**src/hdl/srm_pkg.sv**
```systemverilog
`timescale 1ns / 1ps

package srm_pkg;

   // Budget used when the budget register holds zero.
   localparam logic [7:0] DEFAULT_BUDGET = 8'd40;

   // Case folding: upper-case letters move up by this much.
   localparam logic [7:0] FOLD_OFFSET = 8'd32;
   localparam logic [7:0] CHAR_UPPER_A = 8'h41;
   localparam logic [7:0] CHAR_UPPER_Z = 8'h5A;

   // Folded letters of the negation word "not".
   localparam logic [7:0] CHAR_N = 8'h6E;
   localparam logic [7:0] CHAR_O = 8'h6F;
   localparam logic [7:0] CHAR_T = 8'h74;
   localparam logic [7:0] CHAR_NUL = 8'h00;

   // Item kinds on the request channel.
   localparam logic KIND_START = 1'b0;
   localparam logic KIND_CHAR = 1'b1;

   // Configuration register indexes.
   typedef enum logic [1:0] {
      REG_PATTERN_CHARS = 2'd0,
      REG_PATTERN_LENGTH = 2'd1,
      REG_CHAR_BUDGET = 2'd2
   } reg_index_type;

   // Result status codes.
   typedef enum logic [1:0] {
      STATUS_FOUND = 2'd0,
      STATUS_BUDGET = 2'd1,
      STATUS_NEGATED = 2'd2,
      STATUS_EMPTY = 2'd3
   } status_type;

   // Values derived from the configuration registers.
   typedef struct packed {
      logic [3:0] eff_len;
      logic has_not;
      logic [7:0] budget;
   } pattern_info_type;

   // One result item.
   typedef struct packed {
      logic found;
      status_type status;
   } result_type;

   // Fold A..Z to a..z, leave every other byte alone.
   function automatic logic [7:0] fold(input logic [7:0] c);
      logic [7:0] r;
      r = c;
      if (c >= CHAR_UPPER_A && c <= CHAR_UPPER_Z) begin
         r = c + FOLD_OFFSET;
      end
      return r;
   endfunction

endpackage

```
**src/hdl/srm_csr_regs.sv**
```systemverilog
`timescale 1ns / 1ps

module srm_csr_regs #(
   parameter int MAX_PATTERN = 8
) (
   input  logic clock,
   input  logic reset,
   input  logic csr_we,
   input  logic [1:0] csr_index,
   input  logic [63:0] csr_data,
   output logic [MAX_PATTERN-1:0][7:0] pat_bytes,
   output srm_pkg::pattern_info_type pat_info
);

   localparam logic [3:0] MAX_LEN = 4'(MAX_PATTERN);

   logic [MAX_PATTERN*8-1:0] pattern_chars_ff;
   logic [3:0] pattern_length_ff;
   logic [7:0] char_budget_ff;
   logic [3:0] sat_len;
   logic [3:0] eff_len;
   logic has_not;

   // Register writes; an index beyond the list is dropped.
   always_ff @(posedge clock) begin
      if (reset) begin
         pattern_chars_ff <= '0;
         pattern_length_ff <= '0;
         char_budget_ff <= srm_pkg::DEFAULT_BUDGET;
      end else if (csr_we) begin
         if (csr_index == srm_pkg::REG_PATTERN_CHARS) begin
            pattern_chars_ff <= csr_data[MAX_PATTERN*8-1:0];
         end
         if (csr_index == srm_pkg::REG_PATTERN_LENGTH) begin
            pattern_length_ff <= csr_data[3:0];
         end
         if (csr_index == srm_pkg::REG_CHAR_BUDGET) begin
            char_budget_ff <= csr_data[7:0];
         end
      end
   end

   // Folded pattern bytes.
   always_comb begin
      for (int i = 0; i < MAX_PATTERN; i++) begin
         pat_bytes[i] = srm_pkg::fold(pattern_chars_ff[i*8 +: 8]);
      end
   end

   // Effective length: saturate, then cut at the first zero byte.
   always_comb begin
      sat_len = (pattern_length_ff > MAX_LEN) ? MAX_LEN : pattern_length_ff;
      eff_len = sat_len;
      for (int i = MAX_PATTERN - 1; i >= 0; i--) begin
         if (4'(i) < sat_len && pat_bytes[i] == srm_pkg::CHAR_NUL) begin
            eff_len = 4'(i);
         end
      end
   end

   // Whether the pattern itself contains the negation word.
   always_comb begin
      has_not = 1'b0;
      for (int i = 0; i + 3 <= MAX_PATTERN; i++) begin
         if (4'(i + 3) <= eff_len && pat_bytes[i] == srm_pkg::CHAR_N &&
             pat_bytes[i+1] == srm_pkg::CHAR_O && pat_bytes[i+2] == srm_pkg::CHAR_T) begin
            has_not = 1'b1;
         end
      end
   end

   assign pat_info.eff_len = eff_len;
   assign pat_info.has_not = has_not;
   assign pat_info.budget = (char_budget_ff == '0) ? srm_pkg::DEFAULT_BUDGET : char_budget_ff;

endmodule

```
**src/hdl/srm_search.sv**
```systemverilog
`timescale 1ns / 1ps

module srm_search #(
   parameter int MAX_PATTERN = 8
) (
   input  logic clock,
   input  logic reset,
   input  logic item_valid,
   input  logic item_kind,
   input  logic [7:0] item_char,
   input  logic [MAX_PATTERN-1:0][7:0] pat_bytes,
   input  srm_pkg::pattern_info_type pat_info,
   output logic result_valid,
   output srm_pkg::result_type result
);

   logic search_active_ff, search_active_in;
   logic [3:0] match_position_ff, match_position_in;
   logic [7:0] chars_left_ff, chars_left_in;
   logic [15:0] last_two_chars_ff, last_two_chars_in;
   logic negation_seen_ff, negation_seen_in;
   logic nul_seen_ff, nul_seen_in;

   logic [7:0] c;
   logic [7:0] expected;
   logic [3:0] pos_next;

   // Pattern byte at the current match position.
   always_comb begin
      expected = '0;
      for (int i = 0; i < MAX_PATTERN; i++) begin
         if (match_position_ff == 4'(i)) begin
            expected = pat_bytes[i];
         end
      end
   end

   assign c = srm_pkg::fold(item_char);
   assign pos_next = match_position_ff + 4'd1;

   // One item: next search state and the result it causes.
   always_comb begin
      search_active_in = search_active_ff;
      match_position_in = match_position_ff;
      chars_left_in = chars_left_ff;
      last_two_chars_in = last_two_chars_ff;
      negation_seen_in = negation_seen_ff;
      nul_seen_in = nul_seen_ff;
      result_valid = 1'b0;
      result.found = 1'b0;
      result.status = srm_pkg::STATUS_EMPTY;
      if (item_valid) begin
         if (item_kind == srm_pkg::KIND_START) begin
            if (pat_info.eff_len == '0) begin
               search_active_in = 1'b0;
               result_valid = 1'b1;
               result.status = srm_pkg::STATUS_EMPTY;
            end else begin
               search_active_in = 1'b1;
               match_position_in = '0;
               chars_left_in = pat_info.budget;
               last_two_chars_in = '0;
               negation_seen_in = 1'b0;
               nul_seen_in = 1'b0;
            end
         end else if (search_active_ff) begin
            // Negation word detection stops at the first NUL byte.
            nul_seen_in = nul_seen_ff || (c == srm_pkg::CHAR_NUL);
            if (!nul_seen_in) begin
               if (last_two_chars_ff == {srm_pkg::CHAR_N, srm_pkg::CHAR_O} &&
                   c == srm_pkg::CHAR_T) begin
                  negation_seen_in = 1'b1;
               end
               last_two_chars_in = {last_two_chars_ff[7:0], c};
            end
            if (chars_left_ff != '0) begin
               chars_left_in = chars_left_ff - 8'd1;
            end
            // A mismatch restarts the match without looking at this byte again.
            if (match_position_ff < pat_info.eff_len && c == expected) begin
               match_position_in = pos_next;
            end else begin
               match_position_in = '0;
            end
            if (match_position_ff < pat_info.eff_len && c == expected &&
                pos_next == pat_info.eff_len) begin
               search_active_in = 1'b0;
               result_valid = 1'b1;
               if (negation_seen_in && !pat_info.has_not) begin
                  result.status = srm_pkg::STATUS_NEGATED;
               end else begin
                  result.found = 1'b1;
                  result.status = srm_pkg::STATUS_FOUND;
               end
            end else if (chars_left_in == '0) begin
               search_active_in = 1'b0;
               result_valid = 1'b1;
               result.status = srm_pkg::STATUS_BUDGET;
            end
         end
      end
   end

   always_ff @(posedge clock) begin
      if (reset) begin
         search_active_ff <= 1'b0;
         match_position_ff <= '0;
         chars_left_ff <= '0;
         last_two_chars_ff <= '0;
         negation_seen_ff <= 1'b0;
         nul_seen_ff <= 1'b0;
      end else begin
         search_active_ff <= search_active_in;
         match_position_ff <= match_position_in;
         chars_left_ff <= chars_left_in;
         last_two_chars_ff <= last_two_chars_in;
         negation_seen_ff <= negation_seen_in;
         nul_seen_ff <= nul_seen_in;
      end
   end

`ifndef NO_ASSERTIONS
   // A running search always has a partial match shorter than the pattern.
   a_pos_in_range: assert property (@(posedge clock) disable iff (reset)
      search_active_ff |-> match_position_ff < pat_info.eff_len)
      else $error("match position out of range during search");

   // A running search always has budget left.
   a_budget_left: assert property (@(posedge clock) disable iff (reset)
      search_active_ff |-> chars_left_ff != '0)
      else $error("search active with no budget left");

   // The empty-pattern status comes only from a start with an empty pattern.
   a_empty_only_on_start: assert property (@(posedge clock) disable iff (reset)
      (result_valid && result.status == srm_pkg::STATUS_EMPTY) |->
         (item_kind == srm_pkg::KIND_START && pat_info.eff_len == '0))
      else $error("empty status without an empty pattern");
`endif

endmodule

```
**src/hdl/serial_response_matcher_unit.sv**
```systemverilog
`timescale 1ns / 1ps

// Serial response matcher. A start item (tuser 0) arms a search for the configured
// pattern, compared without regard to letter case; each character item (tuser 1)
// is checked against the next pattern character, and a search ends with one
// result: found, budget exhausted, negated (the received text held "not" before
// any NUL byte while the pattern does not) or empty pattern (at once on start).
// One item is accepted per cycle unless the response register is full and stalled;
// the result of an item is registered in a single-stage input register, passed
// through the search logic and registered in the response register. Configuration
// is always accepted and must only be written while no search is running.
module serial_response_matcher_unit #(
   parameter int MAX_PATTERN = 8
) (
   input  logic clock,
   input  logic reset,
   // Request channel.
   input  logic req_tvalid,
   output logic req_tready,
   input  logic [7:0] req_tdata,  // [7:0] rx_char
   input  logic req_tuser,        // [0] kind
   // Response channel.
   output logic rsp_tvalid,
   input  logic rsp_tready,
   output logic [7:0] rsp_tdata,  // [0] found, [7:1] zero
   output logic [1:0] rsp_tuser,  // [1:0] status
   // Configuration write channel.
   input  logic csr_valid,
   output logic csr_ready,
   input  logic [1:0] csr_index,
   input  logic [63:0] csr_data
);

   logic in_valid_ff;
   logic in_kind_ff;
   logic [7:0] in_char_ff;
   logic rsp_valid_ff;
   srm_pkg::result_type rsp_ff;

   logic rsp_free;
   logic process;
   logic res_valid;
   srm_pkg::result_type res;
   logic [MAX_PATTERN-1:0][7:0] pat_bytes;
   srm_pkg::pattern_info_type pat_info;

   // An item is processed when the response register can take its result.
   assign rsp_free = !rsp_valid_ff || rsp_tready;
   assign process = in_valid_ff && rsp_free;
   assign req_tready = !in_valid_ff || process;
   assign csr_ready = 1'b1;

   // Input register.
   always_ff @(posedge clock) begin
      if (reset) begin
         in_valid_ff <= 1'b0;
      end else if (req_tready) begin
         in_valid_ff <= req_tvalid;
      end
   end

   always_ff @(posedge clock) begin
      if (req_tready && req_tvalid) begin
         in_kind_ff <= req_tuser;
         in_char_ff <= req_tdata;
      end
   end

   srm_csr_regs #(
      .MAX_PATTERN(MAX_PATTERN)
   ) u_csr_regs (
      .clock(clock),
      .reset(reset),
      .csr_we(csr_valid && csr_ready),
      .csr_index(csr_index),
      .csr_data(csr_data),
      .pat_bytes(pat_bytes),
      .pat_info(pat_info)
   );

   srm_search #(
      .MAX_PATTERN(MAX_PATTERN)
   ) u_search (
      .clock(clock),
      .reset(reset),
      .item_valid(process),
      .item_kind(in_kind_ff),
      .item_char(in_char_ff),
      .pat_bytes(pat_bytes),
      .pat_info(pat_info),
      .result_valid(res_valid),
      .result(res)
   );

   // Response register.
   always_ff @(posedge clock) begin
      if (reset) begin
         rsp_valid_ff <= 1'b0;
      end else if (rsp_free) begin
         rsp_valid_ff <= process && res_valid;
      end
   end

   always_ff @(posedge clock) begin
      if (process && res_valid) begin
         rsp_ff <= res;
      end
   end

   assign rsp_tvalid = rsp_valid_ff;
   assign rsp_tdata = {7'd0, rsp_ff.found};
   assign rsp_tuser = rsp_ff.status;

`ifndef NO_ASSERTIONS
   // The found flag agrees with the status code.
   a_found_matches_status: assert property (@(posedge clock) disable iff (reset)
      rsp_valid_ff |-> (rsp_ff.found == (rsp_ff.status == srm_pkg::STATUS_FOUND)))
      else $error("found flag disagrees with status");

   // A buffered item that cannot be processed stays buffered.
   a_input_held: assert property (@(posedge clock) disable iff (reset)
      (in_valid_ff && !process) |=> in_valid_ff && $stable(in_char_ff))
      else $error("input item lost while stalled");

   // A result is only written into a free response register.
   a_no_overwrite: assert property (@(posedge clock) disable iff (reset)
      (process && res_valid) |-> rsp_free)
      else $error("response overwritten before transfer");
`endif

endmodule

```
**config.mk**
```make
export PLATFORM = sky130hd
export DESIGN_NAME = serial_response_matcher_unit
export DESIGN_NICKNAME = d
export VERILOG_FILES = /design/src/hdl/srm_pkg.sv /design/src/hdl/srm_csr_regs.sv /design/src/hdl/srm_search.sv /design/src/hdl/serial_response_matcher_unit.sv
export SDC_FILE = /design/constraint.sdc
export NUM_CORES = 1
export LEC_CHECK = 0
export ABC_AREA = 1
export BUFFER_PORTS_ARGS = -buffer_cell sky130_fd_sc_hd__buf_4
export CAP_MARGIN = 20
export CORE_UTILIZATION = 50
export CTS_CLUSTER_DIAMETER = 150
export CTS_CLUSTER_SIZE = 20
export DETAILED_ROUTE_END_ITERATION = 16
export GPL_TIMING_DRIVEN = 0
export PLACE_DENSITY = 0.7
export SYNTH_ARGS = -nofsm -noshare
export SYNTH_HDL_FRONTEND = slang
export SYNTH_HIERARCHICAL = 1
export SYNTH_SLANG_ARGS = --single-unit
```
**constraint.sdc**
```tcl
create_clock -name clock -period 3.95 [get_ports clock]
set_input_delay 0.79 -clock clock [delete_from_list [all_inputs] [get_ports clock]]
set_output_delay 0.79 -clock clock [all_outputs]
set_load 0.05 [all_outputs]
```
* Word level (Yosys, flattened, before mapping)
Cells that the tools add are included.
** Word-level totals
- Register bits :: 121
- Bits of input ports :: 80
** Operators by class
- Add/subtract/negate cells :: 11
- $lt $le $gt $ge :: 34
- Reductions and logical operators :: 70
- Equal/unequal tests :: 34
- Muxes and demuxes :: 73
** Operators by type and width (number)
- $mux W8 :: 25
- $eq A8 B7 Y1 const B :: 19
- $logic_not A8 Y1 :: 11
- $add A8 B6 Y8 const B :: 9
- $ge A8 B7 Y1 const B :: 9
- $le A8 B7 Y1 const B :: 9
- $mux W16 :: 4
- $mux W4 :: 13
- $logic_and A1 B1 Y1 :: 42
- $mux W1 :: 28
- $eq A16 B15 Y1 const B :: 1
- $eq A4 B3 Y1 const B :: 4
- $le A3 B4 Y1 const A :: 4
- $lt A3 B4 Y1 const A :: 4
- $eq A4 B2 Y1 const B :: 2
- $eq A8 B8 Y1 :: 1
- $logic_not A4 Y1 :: 2
- $lt A1 B4 Y1 const A :: 2
- $lt A2 B4 Y1 const A :: 2
- $reduce_and A4 Y1 :: 2
- $reduce_bool A8 Y1 :: 1
- $sub A8 B1 Y8 const B :: 1
- $mux W2 :: 3
- $reduce_and A2 Y1 :: 3
- 15 further kinds :: 21

* Depth between registers and ports, before layout
- Depth in word-level cells :: 27
- Mapped depth :: 29
- Mapped depth without buffers :: 29

* Cells and area by module
The synthesis kept the hierarchy.
** Modules (own cells, without submodules)
- srm_csr_regs :: instances 1, area an instance 4340.4 um^2, cells each 667, seq. area each 1521.5 um^2
- srm_search :: instances 1, area an instance 2715.1 um^2, cells each 457, seq. area each 620.6 um^2
- serial_response_matcher_unit :: instances 1, area an instance 533.0 um^2, cells each 40, seq. area each 400.4 um^2

* Worst setup path after synthesis
OpenSTA, ideal clock, no wires.
- Kind :: flip-flop to flip-flop
- Start point :: register u_csr_regs.pattern_chars_ff[54]
- End point :: register rsp_ff, in the netlist rsp_tdata[0] (enable)
- Data required time :: 3.605 ns
- Slack :: 0.670 ns
- Buffers on the path :: 0
- Setup time :: 0.345 ns
- Arrival :: 2.935 ns
- Clock period less this slack :: 3.280 ns
- Cell stages (with the launch flop) :: 24
- Cell sequence :: dfxtp_1 > nand2_1 > nor2_1 > nand3_2 > o21ai_1 > nand3_1 > nand3_1 > nand2_1 > nand2_1 > and3_1 > inv_1 > ha_1 > inv_1 > o21bai_1 > a21o_1 > a21oi_1 > nand3_1 > nor2_1 > nand3_2 > nand2_1 > nand2_1 > a21oi_2 > inv_1 > nor3_1
** RTL lines
- from (decl) :: RTL line srm_csr_regs.sv:17 : logic [MAX_PATTERN*8-1:0] pattern_chars_ff;
- from (signal assigned) :: RTL line srm_csr_regs.sv:32 : pattern_chars_ff <= csr_data[MAX_PATTERN*8-1:0];
- to (signal assigned) :: RTL line serial_response_matcher_unit.sv:106 : rsp_ff <= res;
- to (decl) :: RTL line serial_response_matcher_unit.sv:38 : srm_pkg::result_type rsp_ff;

==> flow_summary.json <==
{
  "synth_cells": 1164,
  "postCtsSetupRepairBufs": 0,
  "postSynthRegisterBits": 121,
  "detailroute.via_count": 7894,
  "grt_setup_unrepaired": "no",
  "initialDrtViolationCount": 772,
  "postRouteAntennaNets": 0,
  "grt_pass1_vias": 7277,
  "detailed_route_vias_per_instance": 5.37,
  "max_clock_freq_ghz": 0.278,
  "design.die.area_um2": 15700,
  "floorplan.initialDensity_pct": 51.8,
  "crit_arrival_ps": 3720,
  "place_congestion": 0.936,
  "dpl.hpwl_um": 17400,
  "dpl-instance-area_um2": 8470,
  "die-width_um": 125,
  "place.port_buffers": 84,
  "vdd.ir_drop.worst_uv": 332,
  "wl_per_cell_um": 15.4,
  "core_area_um2": 14600,
  "slowest_delay_ps": 430,
  "antenna_cells_inserted": 0,
  "worstHoldPathCells": 2,
  "ys_types": 45,
  "worst_r2r_endpoint": "rsp_tuser[0]$_DFFE_PP_",
  "timing.critical_path.from": "u_csr_regs/pattern_chars_ff[51]$_SDFFE_PP0P_",
  "skew_ps": 8.23,
  "critPathKind": "flop to flop",
  "ff2ff_setup_slack_ps": 350,
  "synth.yosys.seq_area_share_pct": 33.5,
  "syn_avg_cell_area_um2": 6.52,
  "slew_headroom_pct": 54.5,
  "synth_edf_count": 12,
  "synthDominantAreaCellType": "sky130_fd_sc_hd__dfxtp_1",
  "reg2regPathDepth": 23,
  "clk_pin_slew_worst_paths_ps": 60,
  "synth.cell_area_um2": 7590,
  "row_count": 44,
  "cts.root.buffer_cell": "sky130_fd_sc_hd__clkbuf_16",
  "antenna_found_initial": 0,
  "netlist.area_leader.share_pct": 28.8,
  "worst_r2r_startpoint": "u_csr_regs/pattern_chars_ff[51]$_SDFFE_PP0P_",
  "die_height_um": 125,
  "clk_latency_ps": 430,
  "worst_pin_slew_ps": 682,
  "cts-resized-gates": 0,
  "number_of_hold_buffers_added_after_cts": 0,
  "yosysWarningCount": 6,
  "cts_tree": "yes",
  "gr-usage-all-layers_pct": 30.0,
  "final.fill_count": 1422,
  "final_core_util_pct": 62.1,
  "fin_nets": 1372,
  "worst_hold_startpoint": "u_search/last_two_chars_ff[3]$_SDFFE_PP0P_",
  "globalRoute.totalOverflow": 0,
  "layout_worst_path_cycle_share_pct": 91.1,
  "critPathRequiredTime_ps": 4070,
  "ctsLongestPathBuffers": 2,
  "sink_count": 121,
  "setup_tns_ps": 0,
  "dpl.cell_count": 1438,
  "endpoint_kind": "flop",
  "number_of_slew_limit_violations_in_the_final_report": 0,
  "worst_path_max_delay_cell": "sky130_fd_sc_hd__dfxtp_1",
  "worstHoldEndpoint": "u_search/last_two_chars_ff[11]$_SDFFE_PP0P_",
  "ys.flop_type": "sky130_fd_sc_hd__dfxtp_1",
  "cp_cell_sequence": "nor2_1, nand3_2, nand3_2, o21ai_1, nand3_2, nand3_1, nand2_1, nand2_1, and3_1, inv_1, ha_1, inv_1, o21bai_1, a21o_1, a21oi_1, nand3_1, nor2_2, nand3_2, nand2_1, nand2_1, a21oi_2, inv_1, nor3_4",
  "layout-area-overhead-vs-synth_pct": 19.9,
  "hold_violations": 0,
  "worstHoldPathType": "flop to flop",
  "inserted_clock_buffers": 17,
  "ctsHtreeMaxLevel": 4,
  "drt_drc_violations_left": 0,
  "static-leakage-power_nw": 4.27,
  "critical_path.startpoint_type": "flop",
  "yosys.cell_count.top_type": "sky130_fd_sc_hd__nand2_1",
  "max_cap_viol_count": 0,
  "outcome": "completed",
  "synth_cell_count_leaders": "sky130_fd_sc_hd__nand2_1 (214), sky130_fd_sc_hd__nor2_1 (162), sky130_fd_sc_hd__inv_1 (153)",
  "path_max_fanout": 6,
  "pwr_density_cell_nw_per_um2": 398,
  "synth.top_cells.by_area": "sky130_fd_sc_hd__dfxtp_1 (29%), sky130_fd_sc_hd__nand2_1 (11%), sky130_fd_sc_hd__nor2_1 (8.0%), sky130_fd_sc_hd__inv_1 (7.6%), sky130_fd_sc_hd__o21ai_0 (6.1%)",
  "grt_max_degree": 17,
  "drt-total-wl_um": 22600,
  "io_pins": 93,
  "async_reset_ff_share_pct": 0,
  "post-route-cell-area_um2": 9090,
  "final_layout_size_suffix_gt1_share_pct": 17.7,
  "sequential_cell_area_um2": 2550,
  "multi_input_gate_area_in_the_final_layout_um2": 3960,
  "detail_route.first_pass.iterations": 7,
  "layout_min_cycle_time_ps": 3600,
  "finalSetupViolCount": 0,
  "timing.critical_path.max_delay_family": "simple AND/OR/NAND/NOR gates",
  "grt_first_pass_wirelength_um": 37000,
  "cp.buffers_inverters": 3,
  "layout.cells.non_filler": 1470
}
-- stage by stage --
step                total power [mW]  hold WS [ps]  worst slack, ps
floorplan                       1.86           432              670
global placement                2.07           453              109
detailed placement              2.08           458             53.1
CTS                             3.62           470             30.7
global route                    3.79           501             13.3
finish                          3.62           467              352
-- final cells by class --
cell class | count | share of cell area [%]
multi-input cells | 801 | 43.6
plain buffers | 89 | 5.98
clock inverters | 8 | 1.06
inverters | 159 | 6.56
flip-flops and latches | 121 | 28.1
repair buffers | 84 | 6.93
clock buffers | 24 | 5.30
well taps | 184 | 2.53
-- cells by family after synthesis --
kind of cell / Yosys count / synth area share [%]
compound gates: 200 / 14.2
xor+xnor: 5 / 0.577
fa+ha+maj: 19 / 3.13
buf+inv: 248 / 15.0
flops: 121 / 33.5
other cells: 2 / 0.0990
simple gates: 569 / 33.4
-- report_power, final --
part	internal [mW]	switching (mW)	total, mW
Combinational	0.266	0.439	0.705
Sequential	1.31	0.0662	1.37
Clock	0.974	0.570	1.54
-- per-layer routing --
layer	up-vias	part of all wire (%)	global-route usage [%]
met5	-	0	0
met4	0	2.3	11.4
met3	38	6.0	5.35
met2	281	43	44.8
met1	3600	49	42.9
li1	3975	-	-
-- cell usage in the layout (no fill, tap or decap), types with 2 or more instances in the layout --
master and n:
sky130_fd_sc_hd__nor2_2 9, sky130_fd_sc_hd__and3_1 3, sky130_fd_sc_hd__a21oi_1 70, sky130_fd_sc_hd__nand3_1 77, sky130_fd_sc_hd__inv_1 153, sky130_fd_sc_hd__clkbuf_8 3
sky130_fd_sc_hd__nand2_2 9, sky130_fd_sc_hd__nor4_1 18, sky130_fd_sc_hd__dfxtp_1 100, sky130_fd_sc_hd__o21bai_1 3, sky130_fd_sc_hd__o211ai_1 2, sky130_fd_sc_hd__nand3_2 10
sky130_fd_sc_hd__nand4_1 33, sky130_fd_sc_hd__o21ai_1 8, sky130_fd_sc_hd__inv_2 6, sky130_fd_sc_hd__nor3_1 22, sky130_fd_sc_hd__o21ai_0 92, sky130_fd_sc_hd__o22ai_1 7
sky130_fd_sc_hd__dfxtp_2 9, sky130_fd_sc_hd__edfxtp_1 12, sky130_fd_sc_hd__bufinv_16 2, sky130_fd_sc_hd__nand3b_1 3, sky130_fd_sc_hd__nor2_1 157, sky130_fd_sc_hd__a21oi_2 3
sky130_fd_sc_hd__conb_1 8, sky130_fd_sc_hd__clkinv_2 4, sky130_fd_sc_hd__buf_4 136, sky130_fd_sc_hd__a31oi_1 2, sky130_fd_sc_hd__nand2_1 214, sky130_fd_sc_hd__xor2_1 4
sky130_fd_sc_hd__ha_1 19, sky130_fd_sc_hd__clkbuf_16 17, sky130_fd_sc_hd__or2_2 8, sky130_fd_sc_hd__a221oi_1 7, sky130_fd_sc_hd__buf_2 3, sky130_fd_sc_hd__clkbuf_1 36
-- worst register-to-register path, delay by kind of cell (launching register included) --
kind / cells / cell delay [ps]
adder cells (fa/ha/maj): 1 / 290
buffers and inverters: 3 / 210
flip-flops: 1 / 430
AND/OR/NAND/NOR: 14 / 1670
AO/OA/AOI/OAI: 5 / 690
-- sequential cells by signal (all words and copies together) (netlist names) --
signal	flops
in_valid_ff	1
rsp_tdata	1
rsp_tvalid	1
u_csr_regs/pattern_chars_ff	64
u_search/search_active_ff	1
u_search/last_two_chars_ff	16
in_kind_ff	1
u_csr_regs/pattern_length_ff	4
rsp_tuser	2
u_search/nul_seen_ff	1
in_char_ff	8
u_search/negation_seen_ff	1
u_search/match_position_ff	4
u_search/chars_left_ff	8
u_csr_regs/char_budget_ff	8
-- worst max-delay path by stage --
stage	endpoint	depth (start not counted)
2_1_floorplan	rsp_tdata[0]$_DFFE_PP_	23
3_3_place_gp	rsp_tuser[0]$_DFFE_PP_	26
3_5_place_dp	rsp_tuser[0]$_DFFE_PP_	26
4_1_cts	rsp_tuser[0]$_DFFE_PP_	26
5_1_grt	rsp_tdata[0]$_DFFE_PP_	24
6_report	rsp_tuser[0]$_DFFE_PP_	23
Power figures use the tool's default switching activity.
